--- config.mk ---
export PLATFORM = sky130hd
export DESIGN_NAME = ipv4_dotted_text_parser
export DESIGN_NICKNAME = d
export VERILOG_FILES = /design/src/hw/rtl/ipv4p_pkg.sv /design/src/hw/rtl/ipv4p_step.sv /design/src/hw/rtl/ipv4_dotted_text_parser.sv
export SDC_FILE = /design/constraint.sdc
export NUM_CORES = 1
export LEC_CHECK = 0
export BUFFER_PORTS_ARGS = -buffer_cell sky130_fd_sc_hd__buf_2
export CAP_MARGIN = 20
export CELL_PAD_IN_SITES_DETAIL_PLACEMENT = 1
export CELL_PAD_IN_SITES_GLOBAL_PLACEMENT = 2
export CORE_ASPECT_RATIO = 1.2
export CORE_MARGIN = 2
export CORE_UTILIZATION = 35
export DETAILED_ROUTE_END_ITERATION = 8
export GPL_TIMING_DRIVEN = 0
export PLACE_DENSITY_LB_ADDON = 0.1
export SLEW_MARGIN = 10
export SYNTH_ARGS = -nofsm -noshare
export SYNTH_HDL_FRONTEND = slang
export SYNTH_SLANG_ARGS = --single-unit
export TNS_END_PERCENT = 30
--- constraint.sdc ---
create_clock -name clk -period 6.1 [get_ports clk]
set_input_delay 1.22 -clock clk [delete_from_list [all_inputs] [get_ports clk]]
set_output_delay 1.22 -clock clk [all_outputs]
set_load 0.01 [all_outputs]
--- src/hw/rtl/ipv4p_pkg.sv ---
// Package for the dotted-decimal IPv4 text parser.
// Holds the beat structs, parser state types, status codes and character helpers.
// No dependencies.
package ipv4p_pkg;

    // Default limit for the position counter.
    localparam int MAX_FIELD_LEN_DEF = 255;

    // Largest value shown on the consumed field.
    localparam int CONSUMED_MAX = 255;

    // Character codes.
    localparam logic [7:0] CH_DOT   = 8'h2E;
    localparam logic [7:0] CH_COMMA = 8'h2C;
    localparam logic [7:0] CH_ZERO  = 8'h30;
    localparam logic [7:0] CH_NINE  = 8'h39;
    localparam logic [7:0] CH_SPACE = 8'h20;
    localparam logic [7:0] CH_TAB   = 8'h09;
    localparam logic [7:0] CH_LF    = 8'h0A;
    localparam logic [7:0] CH_CR    = 8'h0D;

    // Octet and dot limits.
    localparam logic [11:0] OCTET_MAX  = 12'd255;
    localparam logic [1:0]  DOTS_FULL  = 2'd3;

    // Status codes.
    localparam logic [3:0] ST_OK           = 4'd0;
    localparam logic [3:0] ST_MISSING      = 4'd1;
    localparam logic [3:0] ST_NO_DIGIT     = 4'd2;
    localparam logic [3:0] ST_DOT_NO_DIGIT = 4'd3;
    localparam logic [3:0] ST_MANY_DOTS    = 4'd4;
    localparam logic [3:0] ST_OCTET_BIG    = 4'd5;
    localparam logic [3:0] ST_STRANGE      = 4'd6;
    localparam logic [3:0] ST_FEW_DOTS     = 4'd7;
    localparam logic [3:0] ST_TRAIL_DOT    = 4'd8;

    // Parser phase.
    typedef enum logic [1:0] {
        PH_SKIP,
        PH_PARSE,
        PH_DROP
    } phase_t;

    // One input beat.
    typedef struct packed {
        logic [7:0] ch;
        logic       last_char;
    } char_beat_t;

    // One result beat.
    typedef struct packed {
        logic [31:0] address;
        logic [3:0]  status;
        logic [7:0]  consumed;
    } result_beat_t;

    // Parser state apart from the position counter.
    typedef struct packed {
        phase_t      phase;
        logic [7:0]  octet_acc;
        logic [23:0] prior_octets;
        logic [1:0]  dot_count;
        logic        saw_digit;
    } parse_state_t;

    // Whitespace: space, tab, LF, VT, FF, CR.
    function automatic logic is_ws(input logic [7:0] c);
        return c inside {CH_SPACE, CH_TAB, [CH_LF:CH_CR]};
    endfunction

    function automatic logic is_digit(input logic [7:0] c);
        return c inside {[CH_ZERO:CH_NINE]};
    endfunction

endpackage

--- src/hw/rtl/ipv4p_step.sv ---
// Combinational update of the parser for one character.
// Computes the next parser state and the result beat, if any.
// Depends on ipv4p_pkg.
module ipv4p_step
    import ipv4p_pkg::*;
#(
    parameter int MAX_FIELD_LEN = MAX_FIELD_LEN_DEF,
    parameter int PW            = $clog2(MAX_FIELD_LEN + 1)
)
(
    input  parse_state_t cur,
    input  logic [PW-1:0] position,
    input  char_beat_t    beat,
    output parse_state_t  nxt,
    output logic [PW-1:0] position_nxt,
    output logic          emit,
    output result_beat_t  result
);

    logic [7:0]    c;
    logic          last;
    logic          c_ws;
    logic          c_digit;
    logic          c_dot;
    logic          c_term;
    logic          parsing;
    logic [PW-1:0] pos_adv;
    logic [11:0]   octet_val;

    // Candidate state after a dot or digit has been taken.
    logic [7:0]    cand_acc;
    logic [23:0]   cand_prior;
    logic [1:0]    cand_dots;
    logic          cand_saw;
    logic [PW-1:0] emit_pos;

    assign c       = beat.ch;
    assign last    = beat.last_char;
    assign c_ws    = is_ws(c);
    assign c_digit = is_digit(c);
    assign c_dot   = (c == CH_DOT);
    assign c_term  = c_ws || (c == CH_COMMA);

    // A digit in the skip phase starts the address on this same character.
    assign parsing = (cur.phase == PH_PARSE) || ((cur.phase == PH_SKIP) && c_digit);

    assign pos_adv = (position < PW'(MAX_FIELD_LEN)) ? position + PW'(1) : position;

    // Octet times ten plus the new digit.
    assign octet_val = {1'b0, cur.octet_acc, 3'b000} + {3'b000, cur.octet_acc, 1'b0}
                     + {8'h00, 4'(c - CH_ZERO)};

    // Dot shifts the current octet into the completed ones; digit grows the octet.
    always_comb
    begin
        cand_acc   = cur.octet_acc;
        cand_prior = cur.prior_octets;
        cand_dots  = cur.dot_count;
        cand_saw   = cur.saw_digit;
        if (c_dot)
        begin
            cand_acc   = 8'h00;
            cand_prior = {cur.prior_octets[15:0], cur.octet_acc};
            cand_dots  = cur.dot_count + 2'd1;
            cand_saw   = 1'b0;
        end
        else if (c_digit)
        begin
            cand_acc = octet_val[7:0];
            cand_saw = 1'b1;
        end
    end

    // Result decision: whether a beat goes out, with which status and address.
    always_comb
    begin
        emit           = 1'b0;
        result.address = 32'h0;
        result.status  = ST_OK;
        emit_pos       = position;

        if (cur.phase == PH_SKIP && c_ws)
        begin
            emit          = last;
            result.status = ST_MISSING;
            emit_pos      = pos_adv;
        end
        else if (cur.phase == PH_SKIP && !c_digit)
        begin
            emit          = 1'b1;
            result.status = ST_NO_DIGIT;
        end
        else if (parsing)
        begin
            if (c_dot && !cur.saw_digit)
            begin
                emit          = 1'b1;
                result.status = ST_DOT_NO_DIGIT;
            end
            else if (c_dot && cur.dot_count >= DOTS_FULL)
            begin
                emit          = 1'b1;
                result.status = ST_MANY_DOTS;
            end
            else if (c_digit && octet_val > OCTET_MAX)
            begin
                emit          = 1'b1;
                result.status = ST_OCTET_BIG;
            end
            else if (c_dot || c_digit || c_term)
            begin
                // Finish on a terminator, or on the last character once taken.
                emit     = c_term || last;
                emit_pos = c_term ? position : pos_adv;
                if (cand_dots != DOTS_FULL)
                begin
                    result.status = ST_FEW_DOTS;
                end
                else if (!cand_saw)
                begin
                    result.status = ST_TRAIL_DOT;
                end
                else
                begin
                    result.address = {cand_prior, cand_acc};
                end
            end
            else
            begin
                emit          = 1'b1;
                result.status = ST_STRANGE;
            end
        end

        result.consumed = (32'(emit_pos) > 32'(CONSUMED_MAX)) ? 8'hFF : 8'(emit_pos);
    end

    // Next state.
    always_comb
    begin
        nxt          = cur;
        position_nxt = position;
        if (cur.phase == PH_DROP || emit)
        begin
            if (last)
            begin
                nxt.phase        = PH_SKIP;
                nxt.octet_acc    = 8'h00;
                nxt.prior_octets = 24'h0;
                nxt.dot_count    = 2'd0;
                nxt.saw_digit    = 1'b0;
                position_nxt     = '0;
            end
            else
            begin
                nxt.phase = PH_DROP;
            end
        end
        else if (cur.phase == PH_SKIP && c_ws)
        begin
            position_nxt = pos_adv;
        end
        else
        begin
            nxt.phase        = PH_PARSE;
            nxt.octet_acc    = cand_acc;
            nxt.prior_octets = cand_prior;
            nxt.dot_count    = cand_dots;
            nxt.saw_digit    = cand_saw;
            position_nxt     = pos_adv;
        end
    end

endmodule

--- src/hw/rtl/ipv4_dotted_text_parser.sv ---
// Dotted-decimal IPv4 text parser, one character per beat.
// An accepted character is held in the input register; its result beat is registered.
// Throughput: one character per cycle unless a pending result is stalled.
// Reset puts the parser in the leading-whitespace phase with all counters zero;
// there is no clearing pass, so characters are taken from the first cycle.
// Depends on ipv4p_pkg and ipv4p_step.
module ipv4_dotted_text_parser
    import ipv4p_pkg::*;
#(
    parameter int MAX_FIELD_LEN = MAX_FIELD_LEN_DEF
)
(
    input  logic         clk,
    input  logic         rst_n,
    input  logic         char_valid,
    output logic         char_stall,
    input  char_beat_t   char_beat,
    output logic         result_valid,
    input  logic         result_stall,
    output result_beat_t result_beat
);

    localparam int PW = $clog2(MAX_FIELD_LEN + 1);

    logic          in_vld_reg;
    char_beat_t    in_beat_reg;
    parse_state_t  state_reg;
    parse_state_t  state_next;
    logic [PW-1:0] position_reg;
    logic [PW-1:0] position_next;
    logic          out_vld_reg;
    result_beat_t  out_beat_reg;
    result_beat_t  step_result;
    logic          step_emit;
    logic          out_free;
    logic          fire;

    ipv4p_step #(
        .MAX_FIELD_LEN (MAX_FIELD_LEN),
        .PW            (PW)
    ) u_step (
        .cur          (state_reg),
        .position     (position_reg),
        .beat         (in_beat_reg),
        .nxt          (state_next),
        .position_nxt (position_next),
        .emit         (step_emit),
        .result       (step_result)
    );

    // The held character is processed when its result, if any, has room.
    assign out_free   = !out_vld_reg || !result_stall;
    assign fire       = in_vld_reg && (!step_emit || out_free);
    assign char_stall = in_vld_reg && !fire;

    // Input register control.
    always_ff @(posedge clk or negedge rst_n)
    begin
        if (!rst_n)
        begin
            in_vld_reg <= 1'b0;
        end
        else if (!char_stall)
        begin
            in_vld_reg <= char_valid;
        end
    end

    // Input register payload.
    always_ff @(posedge clk)
    begin
        if (!char_stall && char_valid)
        begin
            in_beat_reg <= char_beat;
        end
    end

    // Parser state.
    always_ff @(posedge clk or negedge rst_n)
    begin
        if (!rst_n)
        begin
            state_reg.phase        <= PH_SKIP;
            state_reg.octet_acc    <= 8'h00;
            state_reg.prior_octets <= 24'h0;
            state_reg.dot_count    <= 2'd0;
            state_reg.saw_digit    <= 1'b0;
            position_reg           <= '0;
        end
        else if (fire)
        begin
            state_reg    <= state_next;
            position_reg <= position_next;
        end
    end

    // Result register control.
    always_ff @(posedge clk or negedge rst_n)
    begin
        if (!rst_n)
        begin
            out_vld_reg <= 1'b0;
        end
        else if (fire && step_emit)
        begin
            out_vld_reg <= 1'b1;
        end
        else if (!result_stall)
        begin
            out_vld_reg <= 1'b0;
        end
    end

    // Result register payload.
    always_ff @(posedge clk)
    begin
        if (fire && step_emit)
        begin
            out_beat_reg <= step_result;
        end
    end

    assign result_valid = out_vld_reg;
    assign result_beat  = out_beat_reg;

endmodule
Word level (Yosys, flattened, before mapping) --
Cells that the tools add are included.
Operators by class: add/subtract/negate cells 5, magnitude comparators 7, reduce and logical (&&, ||, !) cells 35, equal/unequal tests 10, bitwise operators 3, muxes and demuxes 38
Operators by type and width (number):
- $mux 8 | 13
- $mux 37 | 2
- $mux 35 | 1
- $eq 8x6->1 const B | 3
- $mux 24 | 1
- $add 11x9->12 | 1
- $add 12x4->12 | 1
- $gt 12x8->1 const B | 1
- $logic_and 1x1->1 | 12
- $mux 3 | 4
- $mux 1 | 11
- $mux 2 | 5
- $reduce_or 9->1 | 1
- $add 8x1->8 const B | 1
- $eq 8x4->1 const B | 1
- $ge 8x4->1 const B | 1
- $ge 8x6->1 const B | 1
- $le 8x4->1 const B | 1
- $le 8x6->1 const B | 1
- $logic_or 1x1->1 | 8
- $lt 8x8->1 const B | 1
- $reduce_or 8->1 | 1
- $logic_not 1->1 | 7
- $ne 2x2->1 const B | 3
- 13 further kinds | 16
Word-level totals: word-level logic and storage cells 113, output and inout port bits 46, input port bits 13, register bits 100

Depth between registers and ports, before layout --
depth in word-level cells 19, depth in mapped cells 12, gate-level depth less buffers 11

Hierarchy --
Synthesis repeated with hierarchy kept, for this count alone.
Second synthesis, totals: cells, all modules 742, area, all modules 6881.6 um^2
By module, submodules not included:
- ipv4_dotted_text_parser | cells an instance 319, instances 1, sequential area each 2767.7 um^2, area each 4261.6 um^2
- ipv4p_step | cells an instance 423, instances 1, sequential area each 0.0 um^2, area each 2620.0 um^2

Worst setup path before layout --
Ideal clock, no wire load.
path kind register to register, start reg in_beat_reg[4] in the netlist's numbering, end reg out_beat_reg (netlist bit result_beat[0]), enable pin, cell stages (with the launch flop) 12, path buffers 0, period minus slack after synthesis 6053 ps, path slack 47 ps, data required time 5600 ps, library setup time 500 ps, arrival 5553 ps, cells stage by stage edfxtp_1 > inv_1 > fa_1 > inv_1 > ha_1 > a211oi_1 > o21ai_0 > a221oi_2 > nor2_1 > nand3_1 > a21oi_1 > nor3_1
On the way: longest elaborated chain between the ends 16, elaborated cells on any way between the ends 37, those cells by class 2 x add/sub; 5 x order compare; 4 x eq/ne; 7 x mux; 19 x reduce/logical
Ends and longest elaborated chain:
- from (decl) | RTL line ipv4_dotted_text_parser.sv:26 | char_beat_t in_beat_reg;
- from (signal assigned) | RTL line ipv4_dotted_text_parser.sv:74 | in_beat_reg <= char_beat;
- parallel branches: the longest is 11 deep, another holds $add 12x4->12
- $mux 1 * | RTL line ipv4p_step.sv:82 | if (cur.phase == PH_SKIP && c_ws)
- $logic_not 1->1 | RTL line ipv4_dotted_text_parser.sv:53 | assign fire = in_vld_reg && (!step_emit || out_free);
- $logic_or 1x1->1 | RTL line ipv4_dotted_text_parser.sv:53
- $logic_and 1x1->1 | RTL line ipv4_dotted_text_parser.sv:53
- $logic_and 1x1->1 * | RTL line ipv4_dotted_text_parser.sv:117 | if (fire && step_emit)
- to (signal assigned) | RTL line ipv4_dotted_text_parser.sv:119 | out_beat_reg <= step_result;
- to (decl) | RTL line ipv4_dotted_text_parser.sv:32 | result_beat_t out_beat_reg;
Every way passes the cells marked *. A chain may end at the register's enable or synchronous reset.

Worst setup path after layout --
start reg state_reg[27] in the netlist's numbering, end out char_stall
On the way: longest elaborated chain between the ends 15
Ends and longest elaborated chain:
- from (decl) | RTL line ipv4_dotted_text_parser.sv:27 | parse_state_t state_reg;
- from (signal assigned) | RTL line ipv4_dotted_text_parser.sv:92 | state_reg <= state_next;
- $add 11x9->12 | RTL line ipv4p_step.sv:50 | assign octet_val = {1'b0, cur.octet_acc, 3'b000} + {3'b000, cur.octet_acc, 1'b0}
- $add 12x4->12 | RTL line ipv4p_step.sv:51 | + {8'h00, 4'(c - CH_ZERO)};
- $gt 12x8->1 | RTL line ipv4p_step.sv:105 | else if (c_digit && octet_val > OCTET_MAX)
- $logic_and 1x1->1 | RTL line ipv4p_step.sv:105
- $mux 1 | RTL line ipv4p_step.sv:105
- $mux 1 | RTL line ipv4p_step.sv:100 | else if (c_dot && cur.dot_count >= DOTS_FULL)
- $mux 1 | RTL line ipv4p_step.sv:95 | if (c_dot && !cur.saw_digit)
- $mux 1 | RTL line ipv4p_step.sv:93 | else if (parsing)
- $mux 1 | RTL line ipv4p_step.sv:88 | else if (cur.phase == PH_SKIP && !c_digit)
- $mux 1 | RTL line ipv4p_step.sv:82
- $logic_not 1->1 | RTL line ipv4_dotted_text_parser.sv:53
- $logic_or 1x1->1 | RTL line ipv4_dotted_text_parser.sv:53
- $logic_and 1x1->1 | RTL line ipv4_dotted_text_parser.sv:53
- $logic_not 1->1 | RTL line ipv4_dotted_text_parser.sv:54 | assign char_stall = in_vld_reg && !fire;
- $logic_and 1x1->1 | RTL line ipv4_dotted_text_parser.sv:54
- to (decl) | RTL line ipv4_dotted_text_parser.sv:16 | output logic char_stall,
No other way between the ends.

==> reports/qor.yml <==
hold_path:
  min_to: "state_reg[19]"
  hp-start: "state_reg[19]"
  hp-class: "flop to flop"
  hold_depth: 1
run_status:
  status: "finished clean"
worst_setup_path:
  slowest_stage: "fa_1"
  r2r_cells: 15
  crit_path_max_fanout: 7
  crit_type: "flop to output pin"
  crit_path_end_kind: "output pin"
  cp-start-kind: "flop"
  cpPeakStageDelay_ns: 0.57
  crit_buf_inv: 3
  cpLargestDelayFamily: "compound AO/OA/AOI/OAI gates"
  crit-reg2reg-launch: "state_reg[27]"
  cp.depth: 12
  r2r-end: "result_beat[26]"
  cp.required_ns: 4.88
  r2r_slack_ns: 1.16
  cp_common_cell: "inv_1"
  arrival_ns: 3.98
  path_cells: "inv_1 -> fa_1 -> inv_1 -> ha_1 -> a211oi_1 -> o21ai_0 -> a221oi_2 -> nor2_1 -> nand3_1 -> a21oi_1 -> nor3_1 -> buf_2"
route:
  wl_um: 12310
  drc: 0
  wl_per_cell_um: 17.82
  dr.pass1.iters: 4
  drtAntennaViolNets: 0
  dr.first_iter.drc_count: 205
  vias_per_cell: 5.441
  vias: 3760
pwr:
  p_per_area_mw_per_mm2: 295.3
  ir_drop_uv: 118.7
  fin_total_pwr_uw: 1748
  p_leak_uw: 0.002460
logic_synthesis:
  synthesis.area_mm2: 0.005065
  synth_top_family_by_area: "compound AO/OA/AOI/OAI gates"
  synth_xor_area_frac: 0.008646
  synth_ff_type: "edfxtp_1"
  synth-compound-area-share: 0.1937
  syn-num-nets: 469
  synth_cells: 437
  syn_avg_cell_area_um2: 11.59
  synth-simple-area-share: 0.1606
  yosysSeqAreaShare: 0.5464
  synth_edf_count: 53
  yosysTopAreaCell: "edfxtp_1"
  synth.area.top_cells: "edfxtp_1, dfrtp_1, a22o_1"
  yosysWarnings: 0
  yosys_register_bits: 100
  netlist_top_cells_count: "edfxtp_1, dfrtp_1, nand2_1"
  yosysMostFrequentCell: "edfxtp_1"
  synthMuxAreaShare: 0.01112
  synth.distinct_cells: 67
  async_flop_share: 0.4700
  synth_top_area_frac: 0.3142
  yosys.area_share.adder: 0.04990
cts:
  post-cts-setup-buffers: 0
  clkSlewWorstSetupHoldPaths_ns: 0.08
  cts_root_buffer: "clkbuf_16"
  htreeDepth: 3
  clk_latency_ns: 0.36
  numCtsBuffers: 9
  cts_buffer_depth: 2
  ctsHoldBuffers: 0
  cts_resized: 0
  tritoncts: "done"
  cts.sinks: 100
grt:
  global_route.overflow_total: 0
  grt_use_total: 0.1686
  grt_pass1_wl_um: 20070
  antenna_found_initial: 0
  grt_pass1_vias: 3767
  grt_max_degree: 25
die:
  core_mm2: 0.01429
  rows: 48
  dieArea_mm2: 0.01545
  die_h_um: 135.8
  ios: 59
  initial_utilization: 0.3543
  die_w_um: 113.8
sta:
  finalCritPeriodShare: 0.8530
  timing.fmax_ghz: 0.1922
  skew_ns: 0.01071
  maxSlewViolCount: 0
  rsz0062_at_grt: "false"
  min_period_ns: 5.203
  worstMarginPinSlew_ns: 0.7349
  max_slew_margin: 0.5063
  holdWs_ns: 0.5039
  setup_viol: 0
  hold_viol_final: 0
final_layout:
  largest_register_ffs: 44
  area_growth_pct: 16.87
  multi_input_area_mm2: 0.002152
  fin_area_mm2: 0.005919
  regArea_mm2: 0.002768
  nets: 543
  drive_gt1_frac: 0.1957
  diodes: 0
  fill_cells: 1581
placement:
  dpl_cell_area_mm2: 0.005629
  port_buffers: 58
  gp_congestion: 0.8309
  hpwl_um: 9128
job:
  max-cap-violations: 0
[cell families after synthesis]
kind of cell | after synthesis
AO/OA/AOI/OAI | 119
multiplexers | 5
AND/OR/NAND/NOR | 155
flip-flops | 100
XOR/XNOR | 5
adder cells (fa/ha/maj) | 19
buffers and inverters | 34
[power by group]
| group | internal, µW | total, µW | switching, µW | leakage [µW] |
|---|---|---|---|---|
| Combinational | 117 | 345 | 228 | 0.00116 |
| Sequential | 811 | 843 | 31.9 | 0.00116 |
| Clock | 286 | 560 | 274 | 0.000138 |
| Total | 1210 | 1750 | 534 | 0.00246 |
[cells in the final DEF (no fill, tap or decap), drive strengths merged, types with 4 or more instances in the layout]
cell type	count
a21oi	14
clkinv	4
nor3	14
a211oi	4
edfxtp	53
nand3	13
and2	26
nand2	34
nor2	29
nand4	5
nand2b	6
mux2	5
inv	17
buf	69
dfrtp	47
o21ai	16
nor4	4
ha	17
nor2b	6
a311oi	4
clkbuf	22
a22o	33
or3	4
o211ai	5
a21boi	5
[layer usage]
layer	GRT usage	up-vias	wire, µm
met5	0	-	0
li1	-	1807	-
met3	0.03669	13	334
met4	0.05014	0	173
met1	0.2198	1885	5681
met2	0.2824	55	6123
[stage by stage]
| step | TNS (ns) | instances | setup slack (ns) | utilization |
|---|---|---|---|---|
| after floorplan | 0 | 437 | 0.04711 | - |
| after global placement | -88.37 | 670 | -2.016 | 0.3900 |
| after detailed placement | 0 | 675 | 1.130 | 0.3938 |
| after CTS | 0 | 691 | 0.9021 | 0.4141 |
| after global routing | 0 | 691 | 0.5666 | 0.4141 |
| final | 0 | 691 | 0.8965 | 0.4141 |
[how the worst max path moves through the flow]
stage | from | slack, ns | end
after floorplan | in_beat_reg[4] | 0.05 | result_beat[0]
after global placement | state_reg[27] | -2.02 | result_beat[16]
after detailed placement | in_beat_reg[4] | 1.13 | result_beat[16]
after CTS | in_beat_reg[4] | 0.90 | char_stall
after global routing | state_reg[27] | 0.57 | char_stall
final | state_reg[27] | 0.90 | char_stall
[layout make-up]
| class | instances | area share |
|---|---|---|
| Timing Repair Buffer | 63 | 0.05749 |
| Tap cell | 175 | 0.03699 |
| Sequential cell | 100 | 0.4676 |
| Clock buffer | 10 | 0.03868 |
| Clock inverter | 6 | 0.01036 |
| Inverter | 16 | 0.01015 |
| Multi-Input combinational cell | 303 | 0.3636 |
| Buffer | 18 | 0.01522 |
(Power assumes the default switching activity.)
